## config.mk

```make
export PLATFORM = sky130hd
export DESIGN_NAME = slnm_cell
export DESIGN_NICKNAME = d
export VERILOG_FILES = /design/src/rtl/slnm_pkg.sv /design/src/rtl/slnm_cell.sv
export SDC_FILE = /design/constraint.sdc
export NUM_CORES = 1
export LEC_CHECK = 0
export BUFFER_PORTS_ARGS = -buffer_cell sky130_fd_sc_hd__buf_2
export CAP_MARGIN = 10
export CELL_PAD_IN_SITES_DETAIL_PLACEMENT = 0
export CELL_PAD_IN_SITES_GLOBAL_PLACEMENT = 1
export CORE_MARGIN = 1.5
export CORE_UTILIZATION = 37
export DETAILED_ROUTE_END_ITERATION = 8
export PLACE_DENSITY = 0.89
export SKIP_LAST_GASP = 1
export SLEW_MARGIN = 20
export SYNTH_ARGS = -nofsm -noshare
export SYNTH_HDL_FRONTEND = slang
export SYNTH_SLANG_ARGS = --single-unit
```

## constraint.sdc

```tcl
create_clock -name clk -period 10.4 [get_ports clk]
set_input_delay 1.04 -clock clk [delete_from_list [all_inputs] [get_ports clk]]
set_output_delay 1.04 -clock clk [all_outputs]
set_load 0.05 [all_outputs]
```

## src/rtl/slnm_pkg.sv

```systemverilog
// Shared types and constants for the spectral line notch masker.
// Used by slnm_front, slnm_cell and spectral_line_notch_masker_core.
package slnm_pkg;

    localparam int MAX_LINES  = 16;
    localparam int BIN_W      = 28;
    localparam int POS_W      = 23;
    localparam int BINNUM_W   = 24;
    localparam int WING_MAX_W = 16;
    localparam int HZ_W       = 32;
    localparam int TB_W       = 32;
    localparam int PROD_W     = HZ_W + TB_W;
    localparam int SAMPLE_W   = 32;

    typedef enum logic [1:0] {
        CMD_LOAD   = 2'd0,
        CMD_SAMPLE = 2'd1,
        CMD_CLEAR  = 2'd2
    } cmd_t;

    typedef enum logic [1:0] {
        REG_MIN_BIN       = 2'd0,
        REG_NUM_BINS      = 2'd1,
        REG_MAX_WING_BINS = 2'd2,
        REG_TIME_BASE     = 2'd3
    } reg_index_t;

    // Item moving down the cell chain: a line load, a clear or a sample.
    typedef struct packed {
        logic                       valid;
        cmd_t                       kind;
        logic                       taken;      // load already stored by a cell
        logic [BIN_W-1:0]           centre;
        logic [BIN_W-1:0]           left_bins;
        logic [BIN_W-1:0]           right_bins;
        logic signed [BIN_W:0]      lo_edge;    // centre - left wing
        logic [BIN_W:0]             hi_edge;    // centre + right wing
        logic signed [SAMPLE_W-1:0] re;
        logic signed [SAMPLE_W-1:0] im;
        logic [BINNUM_W-1:0]        bin;
        logic                       last;
        logic                       hit;
    } token_t;

    // Band and wing limits seen by every cell.
    typedef struct packed {
        logic [POS_W-1:0]      lo;
        logic [BINNUM_W-1:0]   hi;
        logic [WING_MAX_W-1:0] max_wing;
    } band_t;

endpackage

```

## src/rtl/slnm_cell.sv

```systemverilog
// One line slot of the masking chain: stores a line, tests passing samples.
// Depends on slnm_pkg; instantiated in a row by the top level.
module slnm_cell
(
    input  logic              clk,
    input  logic              rst_n,
    input  logic              en,
    input  slnm_pkg::band_t   band,
    input  slnm_pkg::token_t  tok_in,
    output slnm_pkg::token_t  tok_out
);

    logic                               occ_reg;
    logic [slnm_pkg::BIN_W-1:0]         c_reg;
    logic [slnm_pkg::BIN_W-1:0]         l_reg;
    logic [slnm_pkg::BIN_W-1:0]         r_reg;
    logic signed [slnm_pkg::BIN_W:0]    lo_reg;
    logic [slnm_pkg::BIN_W:0]           hi_reg;
    slnm_pkg::token_t                   tok_reg;
    slnm_pkg::token_t                   tok_next;

    logic                               grab;
    logic                               wipe;
    logic                               in_band;
    logic                               wings_ok;
    logic                               in_range;
    logic                               match;

    assign grab = tok_in.valid && (tok_in.kind == slnm_pkg::CMD_LOAD)
                  && !tok_in.taken && !occ_reg;
    assign wipe = tok_in.valid && (tok_in.kind == slnm_pkg::CMD_CLEAR);

    assign in_band  = (c_reg >= {5'b0, band.lo}) && (c_reg <= {4'b0, band.hi});
    assign wings_ok = (l_reg <= {12'b0, band.max_wing}) && (r_reg <= {12'b0, band.max_wing});
    assign in_range = ($signed({6'b0, tok_in.bin}) >= $signed({lo_reg[slnm_pkg::BIN_W], lo_reg}))
                      && ({5'b0, tok_in.bin} <= hi_reg);
    assign match    = occ_reg && in_band && wings_ok && in_range;

    always_comb
    begin
        tok_next = tok_in;
        if (grab)
        begin
            tok_next.taken = 1'b1;
        end
        if (tok_in.valid && (tok_in.kind == slnm_pkg::CMD_SAMPLE))
        begin
            tok_next.hit = tok_in.hit || match;
        end
    end

    always_ff @(posedge clk or negedge rst_n)
    begin
        if (!rst_n)
        begin
            occ_reg <= 1'b0;
            tok_reg <= '0;
        end
        else if (en)
        begin
            tok_reg <= tok_next;
            if (wipe)
            begin
                occ_reg <= 1'b0;
            end
            else if (grab)
            begin
                occ_reg <= 1'b1;
            end
        end
    end

    always_ff @(posedge clk)
    begin
        if (en && grab)
        begin
            c_reg  <= tok_in.centre;
            l_reg  <= tok_in.left_bins;
            r_reg  <= tok_in.right_bins;
            lo_reg <= tok_in.lo_edge;
            hi_reg <= tok_in.hi_edge;
        end
    end

    assign tok_out = tok_reg;

endmodule

```

# Word level (Yosys, flattened, before mapping)
# Index checks and enable logic that the tools add are counted.
# Widths: inputs -> output; s select.
# op_classes
n_lt_le_gt_ge	6
eq_ne	2
mux	4
reduce_logical	18
# op_table
cell	n
$le 28x16->1	2
$ge 25x29->1	1
$le 24x29->1	1
$ge 28x23->1	1
$le 28x24->1	1
$logic_and 1x1->1	12
$mux 1	4
$eq 2x1->1 const B	1
$eq 2x2->1 const B	1
$logic_not 1->1	2
$logic_not 2->1	1
$reduce_and 2->1	1
$reduce_bool 2->1	1
$logic_or 1x1->1	1
# totals
regBits	379
word_cells	49

# Longest topological paths before layout
# Gate-level depths: netlist (run 1).
# logic_depth
depth_word	7
depth_mapped	9
depth_no_buf	9

# Worst setup path after synthesis (run 1)
# No wires, ideal clock.
# synth_timing
kind	input to register
start	in en
end	reg c_reg[0] (netlist bit), enable pin
setup_time_ns	0.822
arrival_time_ns	11.067
required_ns	9.578
slack_ns	-1.489
cell_stages	3
path_buffers	0
cell_sequence	nand2_1 > or3_1 > nor3_1
# synth_between
elab_chain_len	1
# synth_lines
element	line_no	source
from (decl)	slnm_cell.sv:7	input logic en,
$logic_and 1x1->1	slnm_cell.sv:75	if (en && grab)
to (signal assigned)	slnm_cell.sv:77	c_reg <= tok_in.centre;
to (decl)	slnm_cell.sv:14	logic [slnm_pkg::BIN_W-1:0] c_reg;
# Every way passes these cells.
# A chain may end at the register's enable or synchronous reset.

# Worst setup path in the final report (run 1)
# layout_timing
start	in en
end	reg lo_reg[0] (netlist bit), enable pin
# layout_between
elab_chain_len	1
# layout_lines
element	line_no	source
$logic_and 1x1->1	slnm_cell.sv:75	
to (signal assigned)	slnm_cell.sv:80	lo_reg <= tok_in.lo_edge;
to (decl)	slnm_cell.sv:17	logic signed [slnm_pkg::BIN_W:0] lo_reg;
# Every way passes these cells.

==> results of run 1 <==
==> path summary, 6_finish.rpt <==
kind                                      to  slack (ns)  depth (start not counted)
max in group asynchronous       tok_out[208]        8.10                          3
worst min register to register   tok_out[27]        0.50                          1
worst max register to register    tok_out[0]        7.99                          8
worst min-delay path            tok_out[192]        0.47                          1
worst max-delay path               lo_reg[0]        6.85                          5
min in group clk                 tok_out[27]        0.50                          1
==> cells by family after synthesis <==
kind of cell,after synthesis,share of synthesized area
compound gates,110,0.0434
fa+ha+maj,127,0.0979
buf+inv,140,0.0324
flops,379,0.628
mux,234,0.162
simple gates,104,0.0355
==> power groups by stage <==
stage | clock network [mW] | logic, mW | registers, mW
final | 1.43 | 0.733 | 1.70
after global routing | 1.52 | 0.772 | 1.71
after CTS | 1.46 | 0.740 | 1.70
after detailed placement | 0 | 0.738 | 1.73
after global placement | 0 | 0.727 | 1.72
after floorplan | 0 | 0.161 | 2.05
==> layout make-up <==
type                       instances  area, um2  share of cell area
antenna                            4       10.0            0.000477
clock buffer                      52       1140              0.0544
clock inverter                    24        183             0.00871
inverter                         114        428              0.0204
multi-input combinational        575       5520               0.263
sequential                       379      10200               0.486
tap                              585        732              0.0349
timing repair buffer             544       2760               0.132
==> per-layer routing <==
layer,share of wire,global-route usage,up-vias
met1,0.38,0.209,5350
li1,-,-,5117
met2,0.51,0.328,416
met3,0.074,0.0542,83
met4,0.033,0.0748,4
met5,0.00040,0,-
==> placed cells by master, fill, tap and decap left out, types with 2 or more instances in the layout <==
cell type,Yosys,final
o211ai_1,4,4
nor2b_1,6,6
nor3_1,10,9
clkbuf_16,0,43
edfxtp_1,142,142
o2111ai_1,3,3
and3_1,2,2
a221oi_1,2,2
nand2_1,18,18
a2111oi_0,3,2
inv_1,114,114
buf_2,0,535
nand4_1,25,25
mux2_2,233,233
ha_1,127,127
clkbuf_1,22,6
nor4_1,8,8
a22oi_1,2,2
clkbuf_8,0,3
nand2b_1,4,4
a21o_1,24,24
buf_8,0,2
clkinv_1,0,3
a211o_1,4,4
a211oi_1,4,4
buf_4,0,7
nor2_1,7,7
bufinv_16,0,2
clkinv_2,0,15
dfrtp_1,237,237
nand3_1,14,14
or3_1,3,3
a31oi_1,3,3
o21ai_1,6,6
o21ai_0,8,8
and4_1,2,2
a21oi_1,43,43
diode_2,0,4
==> through the flow <==
step	power (mW)	cell area (um2)	worst slack, ns
floorplan	2.22	16200	2.90
global placement	2.45	19600	6.38
detailed placement	2.46	19600	6.24
CTS	3.90	21000	6.83
global route	4.00	21000	6.61
finish	3.86	21000	6.85
==> results.md, run 1 <==
- Status: finished clean
- Max reg flops: 236
- Number of enable-type register cells in the synthesized netlist: 142
- Top flip-flop cell by instance count after synthesis: dfrtp_1
- Worst Setup End Kind: flip-flop
- Clock Power Share: 0.369
- Largest fanout on the critical path: 107
- Mapped Avg Cell Area: 14.8 um2
- Post-layout nets: 2084
- Post-detailed-route wirelength per cell: 18.9 um
- Root buf cell: clkbuf_16
- Number of cells upsized or downsized after cts: 0
- Sequential fraction of the synthesis area: 0.628
- Share of total power consumed by net switching: 0.302
- Fmax: 0.282 GHz
- Clock tree buffer depth: 3
- Startpoint of the worst register-to-register path: l_reg[5]
- Total global routing track utilization: 0.186
- Count of maximum capacitance violations: 0
- Remaining max-slew budget at the tightest pin: 0.328
- Count of state elements after synthesis: 379
- RSZ-0062 raised after global routing: no
- Mapped cell area: 16200 um2
- Biggest area contributors in the synthesized netlist: dfrtp_1, edfxtp_1, mux2_2, ha_1, inv_1
- Sw power: 1.16 mW
- Final weighted congestion in routability-driven placement: 0.881
- Worst setup path class: primary input to flip-flop
- Initial Utilization: 0.376
- Launch point of the critical path: en
- First-pass GRT wire length: 63700 um
- Final Core Density: 0.486
- Detailed-routing iteration count for the pre-antenna-repair pass: 5
- Overflow left after global routing: 0
- Transition at the pin with the smallest max-transition slack: 1.01 ns
- Final setup violation count: 0
- I/O pin total: 538
- Antenna-violating nets left: 0
- Critical path startpoint category: primary input
- Kind of path behind the tightest hold check: primary input to asynchronous set/reset pin
- HPWL after DPL: 33500 um
- Die extent in x: 212 um
- Area added between synthesis and finish: 29.2%
- LEAKAGE: 9.85 nW
- Post-Synthesis Net Count: 1523
- Number of design-rule violations left by the first detailed-router iteration: 542
- Worst clock skew: 0.0105 ns
- Number of fillers in the final layout: 3850
- Library cell contributing the largest single delay on the critical path: buf_4
- Combined buffer and inverter count along the critical path: 2
- Initial antenna violation count: 6
- Critical path cell sequence: buf_8, nand2_1, or3_1, nor3_4, buf_4
- Maximum level of the CTS H-tree: 2
- Synthesis Warnings: 0
- Logic pwr share: 0.190
- Internal power component: 2.69 mW
- Standard-cell rows: 76
- Data arrival time of the worst path: 3.71 ns
- Sequential fraction of design power: 0.440
- Number of distinct library cells after synthesis: 40
- Die Height: 212 um
- Post-CTS setup buffers: 0
- Via count of the first global-routing pass: 11567
- Number of vias per cell: 4.82
- Via count of the routed design: 10970
- Die Footprint: 45100 um2
- Share of the clock period used by the worst path: 0.341
- Proportion of synthesized flip-flops having asynchronous set or reset: 0.625
- Library cell with the highest instance count after synthesis: dfrtp_1
- Clock input transition at the sequential cells of the worst setup and hold paths: 0.06 ns
- Worst path required time: 10.56 ns
- Sum Neg Setup Slack: 0 ns
- Count of placed standard cells including taps: 2197
- Clock latency reported for the late side of the worst-skew pair: 0.55 ns
- Non-filler instance count after layout: 2277
- Routed WL: 43000 um
- Buffers added on ports: 537
- CTS Hold Buffers Added: 0
- TritonCTS buffer count: 41
- Pwr per Cell Area: 184 nW/um2
- Number of max-slew violations in the final report: 0
- Layout cell share with drive strength beyond 1: 0.502
- Std-Cell Core Area: 43200 um2
- Number of hold violations in the final report: 0
- Delay of the slowest cell on the worst path: 0.80 ns
- Maximum number of pins on one net before global-route repair: 108
- Hold slack: 0.465 ns
- Cell count after synthesis: 1094
- Worst ir drop on vdd: 0.175 mV
- TritonCTS sink count: 379
- Leading post-synthesis cells by instance count: dfrtp_1, mux2_2, edfxtp_1
- Delay-heaviest family, CP: buffers and inverters
- Final period demand of the worst path: 3.55 ns
- Top-area cell type share of the netlist area: 0.366
- DRC errors left: 0
- Post-synthesis cell type with the largest combined area: dfrtp_1
- TritonCTS clock tree: built
(Power assumes the default switching activity.)
==> inputs of run 2 (changes only) <==
Settings changed: CORE_AREA from default to 2 2 208 210, CORE_MARGIN 1.5 to default, CORE_UTILIZATION 37 to default, DIE_AREA from default to 0 0 210 212.
Clock period 10.4 ns to 3.57 ns, I/O delays scaled along.
==> run 2 against run 1 <==
  * Sequential power grew to 2.9 times the previous value
  * Utilization up 5.2 points
  * Wire length rose by 13%
  * Largest cell class unchanged
  * Flip-flop and latch count unchanged
  * Final area increased by 9.0%
  * First-iteration DRC count up 10%
==> results.md, run 2 (synthesis gave the netlist of run 1 again) <==
- Total global routing track utilization: 0.216 (+0.0299)
- Clock latency reported for the late side of the worst-skew pair: 0.56 ns (about the same)
- Final non-filler cell area: 22800 um2 (+9.0%)
- Delay of the slowest cell on the worst path: 0.49 ns (-0.31 ns)
- Final period demand of the worst path: 2.46 ns
- Number of hold violations in the final report: 0 (unchanged)
- Placed inst area: 19700 um2 (+0.15%)
- Clock tree buffer depth: 3 (unchanged)
- Share of the clock period used by the worst path: 0.689
- LEAKAGE: 10.7 nW (+8.1%)
- Overflow left after global routing: 0 (unchanged)
- TritonCTS buffer count: 41 (unchanged)
- Most frequent cells in the layout: buf_2, dfrtp_1, mux2_2
- Critical path cell sequence: ha_1, a21oi_1, o21ai_0, a221oi_1, nand3_1, a22oi_1, o2111ai_1, o21ai_1
- Critical path startpoint category: flip-flop
- Number of design-rule violations left by the first detailed-router iteration: 598 (+10%)
- Antenna-violating nets left: 0 (unchanged)
- Remaining max-slew budget at the tightest pin: 0.385 (+0.0576)
- Post-CTS setup buffers: 0 (unchanged)
- Hold Startpoint: tok_in[118]
- Maximum number of pins on one net before global-route repair: 142 (+31%)
- Final setup violation count: 0 (unchanged)
- Setup WS post-layout: 1.11 ns (-5.74 ns)
- TritonCTS clock tree: built
- Kind of path behind the tightest hold check: primary input to flip-flop
- CTS Hold Buffers Added: 176 (+176)
- Via count of the first global-routing pass: 13002 (+12%)
- Final weighted congestion in routability-driven placement: 0.895 (+1.6%)
- Startpoint of the worst register-to-register path: l_reg[5]
- Number of vias per cell: 4.96 (+3.0%)
- Initial Utilization: 0.382 (+0.00588)
- Worst ir drop on vdd: 0.469 mV (+170%)
- Die Height: 212 um (-0.19%)
- Library cell contributing the largest single delay on the critical path: a221oi_1
- Worst setup path class: flip-flop to flip-flop
- Worst path required time: 4.04 ns (-6.52 ns)
- Routed WL: 48800 um (+13%)
- TritonCTS sink count: 379 (unchanged)
- Fmax: 0.406 GHz
- Pwr per Cell Area: 511 nW/um2 (+180%)
- Post-detailed-route wirelength per cell: 20.2 um (+7.0%)
- Number of max-slew violations in the final report: 0 (unchanged)
- HPWL after DPL: 34600 um (+3.4%)
- Place WS: 0.850 ns (-5.39 ns)
- Hold slack: 0.0332 ns (-0.432 ns)
- Number of cells upsized or downsized after cts: 0 (unchanged)
- Data arrival time of the worst path: 2.93 ns (-0.78 ns)
- Final Core Density: 0.537 (+0.0518)
- Initial antenna violation count: 2 (-4)
- First-pass GRT wire length: 73600 um (+15%)
- Buffers added on ports: 537 (unchanged)
- I/O pin total: 538 (unchanged)
- Via count of the routed design: 11979 (+9.2%)
- Die Footprint: 44500 um2 (-1.3%)
- Maximum level of the CTS H-tree: 2 (unchanged)
- Transition at the pin with the smallest max-transition slack: 0.922 ns (-0.0864 ns)
- RSZ-0062 raised after global routing: no
- Most frequent standard cell in the layout excluding fill and tap cells: buf_2
- Die extent in x: 210 um (-1.1%)
- Clock input transition at the sequential cells of the worst setup and hold paths: 0.07 ns (about the same)
- Layout cell share with drive strength beyond 1: 0.457 (-0.0452)
- Root buf cell: clkbuf_16
- Status: finished clean
- Max reg flops: 236 (unchanged)
- Number of fillers in the final layout: 3421 (-11%)
- Post-layout nets: 2262 (+8.5%)
- Detailed-routing iteration count for the pre-antenna-repair pass: 5 (unchanged)
- Largest fanout on the critical path: 2 (-98%)
- Std-Cell Core Area: 42500 um2 (-1.5%)
- Standard-cell rows: 76 (unchanged)
- Count of maximum capacitance violations: 0 (unchanged)
- Worst Setup End Kind: flip-flop
- Worst clock skew: 0.0220 ns (+0.0115 ns)
- Area added between synthesis and finish: 40.8%
- DRC errors left: 0 (unchanged)
- Launch point of the critical path: l_reg[5]
run 2: where the power goes:
group          internal, mW  switching [mW]
combinational         0.758            1.58
clock                  2.59            1.78
sequential             4.81           0.158
run 2: metal layers:
layer / vias up / GRT usage / wire length (um)
met5: - / 0 / 7
met4: 2 / 0.0961 / 1940
met2: 500 / 0.387 / 25100
li1: 5477 / - / -
met1: 5889 / 0.248 / 18600
met3: 111 / 0.0473 / 3120
run 2: final timing paths:
kind                       slack (ns)  cells past startpoint            to
max reg2reg                      1.11                      8    tok_out[0]
min reg2reg                      0.50                      1  tok_out[190]
min in group asynchronous        0.39                      2   tok_out[60]
max in group asynchronous        2.23                      3  tok_out[168]
max                              1.11                      8    tok_out[0]
min                              0.03                      1    hi_reg[28]
run 2: worst max-delay path: cells and delay by family (launching register included):
kind / cells / cell delay (ns)
compound gates: 6 / 1.57
simple gates: 1 / 0.13
fa+ha+maj: 1 / 0.30
flops: 1 / 0.39
run 2: cell type report:
class | count | area [um2] | share of cell area
tap | 546 | 683 | 0.0299
timing repair buffer | 722 | 4590 | 0.201
clock inverter | 11 | 119 | 0.00520
antenna | 1 | 2.50 | 0.000110
multi-input combinational | 575 | 5530 | 0.242
sequential | 379 | 10200 | 0.446
inverter | 114 | 428 | 0.0187
clock buffer | 65 | 1300 | 0.0569
run 2: per-stage QoR:
| step | setup TNS [ns] | power, mW | std cells |
|---|---|---|---|
| 2_1_floorplan | -142.71 | 6.45 | 1094 |
| 3_3_place_gp | 0 | 7.16 | 2160 |
| 3_5_place_dp | 0 | 7.21 | 2160 |
| 4_1_cts | 0 | 11.8 | 2412 |
| 5_1_grt | 0 | 12.1 | 2413 |
| 6_report | 0 | 11.7 | 2413 |
==> inputs of run 3 (changes only) <==
Settings changed: CORE_AREA 2 2 208 210 to default, CORE_MARGIN from default to 1.5, CORE_UTILIZATION from default to 37, DIE_AREA 0 0 210 212 to default.
Clock period 3.57 ns to 2.1 ns, I/O delays scaled along.
==> run 3 against run 2 <==
  * The run now ends with setup timing left
  * Wire length increased by 1.9%
  * Die area increased by 1.3%
  * Total power is 68% higher
  * First-iteration DRC count fell by 14%
  * Clock power is 62% higher
  * Flip-flop and latch count unchanged
==> results.md, run 3 (synthesis gave the netlist of run 1 again) <==
- Status: complete, but fails checks
- Violated checks: setup timing
- Final setup violation count: 1 (+1)
- Overflow left after global routing: 0 (unchanged)
- DRC errors left: 0 (unchanged)
- Maximum level of the CTS H-tree: 2 (unchanged)
- Maximum number of pins on one net before global-route repair: 122 (-14%)
- Critical path cell sequence: or4_4, a211o_1, a211oi_2, o221a_1, o2111ai_4, o21ai_1
- Post-layout nets: 2355 (+4.1%)
- I/O pin total: 538 (unchanged)
- Data arrival time of the worst path: 2.62 ns (-0.31 ns)
- Final weighted congestion in routability-driven placement: 0.887 (-0.91%)
- Transition at the pin with the smallest max-transition slack: 0.705 ns (-0.217 ns)
- Largest fanout on the critical path: 5 (+3)
- Standard-cell rows: 76 (unchanged)
- Remaining max-slew budget at the tightest pin: 0.530 (+0.145)
- HPWL after DPL: 34400 um (-0.67%)
- TritonCTS buffer count: 40 (-2.4%)
- Worst ir drop on vdd: 0.608 mV (+30%)
- Startpoint of the worst register-to-register path: c_reg[24]
- Post-detailed-route wirelength per cell: 19.5 um (-3.4%)
- Worst setup path class: flip-flop to flip-flop
- Number of vias per cell: 4.91 (-1.1%)
- Via count of the routed design: 12500 (+4.3%)
- Number of design-rule violations left by the first detailed-router iteration: 514 (-14%)
- Delay of the slowest cell on the worst path: 0.58 ns (+0.09 ns)
- Via count of the first global-routing pass: 13495 (+3.8%)
- Initial antenna violation count: 1 (-1)
- Count of maximum capacitance violations: 0 (unchanged)
- Antenna-violating nets left: 0 (unchanged)
- Total global routing track utilization: 0.215 (-0.000467)
- Power after layout: 19.6 mW (+68%)
- First-pass GRT wire length: 74000 um (+0.55%)
- Sum Neg Setup Slack: -0.0480 ns (-0.0480 ns)
- Clock latency reported for the late side of the worst-skew pair: 0.55 ns (about the same)
- Die Height: 212 um (+0.19%)
- Final period demand of the worst path: 2.15 ns (-0.313 ns)
- Fmax: 0.466 GHz (+15%)
- Kind of path behind the tightest hold check: primary input to asynchronous set/reset pin
- Area added between synthesis and finish: 46.7%
- Worst clock skew: 0.00725 ns (-0.0147 ns)
- Buffers added on ports: 537 (unchanged)
- RSZ-0062 raised after global routing: yes
- Most frequent cells in the layout: buf_2, dlygate4sd3_1, dfrtp_1
- Number of max-slew violations in the final report: 0 (unchanged)
- Root buf cell: clkbuf_16
- Final non-filler cell area: 23800 um2 (+4.2%)
- Non-filler instance count after layout: 2545 (+5.5%)
- Routed WL: 49700 um (+1.9%)
- Detailed-routing iteration count for the pre-antenna-repair pass: 5 (unchanged)
- Critical path startpoint category: flip-flop
- Share of the clock period used by the worst path: 1.02 (+0.334)
- Pwr per Cell Area: 825 nW/um2 (+61%)
- TritonCTS clock tree: built
- Std-Cell Core Area: 43200 um2 (+1.6%)
- Final Core Density: 0.551 (+0.0138)
- Initial Utilization: 0.376 (-0.00588)
- Worst Setup End Kind: flip-flop
- Clock input transition at the sequential cells of the worst setup and hold paths: 0.06 ns (about the same)
- TritonCTS sink count: 379 (unchanged)
- Number of hold violations in the final report: 0 (unchanged)
- Die Footprint: 45100 um2 (+1.3%)
- Setup WS post-layout: -0.0480 ns (-1.16 ns)
- Layout cell share with drive strength beyond 1: 0.455 (-0.00258)
- Count of placed standard cells including taps: 2228 (+3.1%)
- Library cell contributing the largest single delay on the critical path: or4_4
- Clock tree buffer depth: 3 (unchanged)
- Die extent in x: 212 um (+1.1%)
- Worst path required time: 2.57 ns (-1.47 ns)
- Launch point of the critical path: c_reg[24]
- LEAKAGE: 11.0 nW (+3.6%)
- Most frequent standard cell in the layout excluding fill and tap cells: buf_2
- Placed inst area: 20000 um2 (+1.5%)
- Max reg flops: 236 (unchanged)
[run 3: cell types whose count changed in the layout (fill, tap and decap cells not counted), moves of 3 or more]
cell / before / now
dlygate4sd3_1: 176 / 238
buf_4: 5 / 34
clkbuf_8: 14 / 6
clkbuf_1: 8 / 13
buf_12: 4 / 7
clkinv_1: 0 / 3
ha_1: 127 / 124
ha_4: 0 / 3
[run 3: area by class of cell]
| type | instances | area [um2] |
|---|---|---|
| sequential | 379 | 10200 |
| clock buffer | 61 | 1180 |
| timing repair buffer | 816 | 5490 |
| multi-input combinational | 575 | 5650 |
| antenna | 2 | 5.00 |
| tap | 585 | 732 |
| clock inverter | 13 | 121 |
| fill | 3410 | 19400 |
| inverter | 114 | 428 |
[run 3: routing by layer]
metal / part of all wire / wire [um] / track usage / vias up
met5: 0 / 0 / 0 / -
met4: 0.051 / 2540 / 0.111 / 0
met3: 0.066 / 3270 / 0.0484 / 146
met2: 0.51 / 25300 / 0.387 / 547
met1: 0.37 / 18600 / 0.236 / 6151
li1: - / - / - / 5656
[run 3: path summary, 6_finish.rpt]
kind | to | slack, ns | cells after the start
worst max register to register | tok_out[0] | -0.05 | 6
max in group asynchronous | tok_out[180] | 1.23 | 3
worst max-delay path | tok_out[0] | -0.05 | 6
min in group clk | tok_out[0] | 0.37 | 7
worst min-delay path | tok_out[51] | 0.14 | 2
worst min register to register | tok_out[197] | 0.50 | 1
[run 3: through the flow]
step           hold WS, ns  setup WS (ns)
6_report             0.143        -0.0480
5_1_grt              0.157         -0.136
4_1_cts              0.128        -0.0513
3_5_place_dp         0.123         -0.228
3_3_place_gp         0.121         -0.142
2_1_floorplan      -0.0856          -2.32
[run 3: repair_timing]
item                                    CTS  global route
hold endpoints to repair                616             0
gates resized for setup                   9            12
endpoints found under the setup margin    1             1
pin swaps                                 5             9
setup buffers                             2             1
hold buffers                            238             0
[run 3: worst max-delay path: cells and delay by family (launching register included)]
kind            cells  cell delay [ns]
flops               1             0.36
compound gates      5             1.12
simple gates        1             0.58
[run 3: power by group]
part,internal [mW],switching [mW]
registers,8.18,0.270
clock network,4.14,2.92
logic,1.39,2.73
total,13.7,5.92
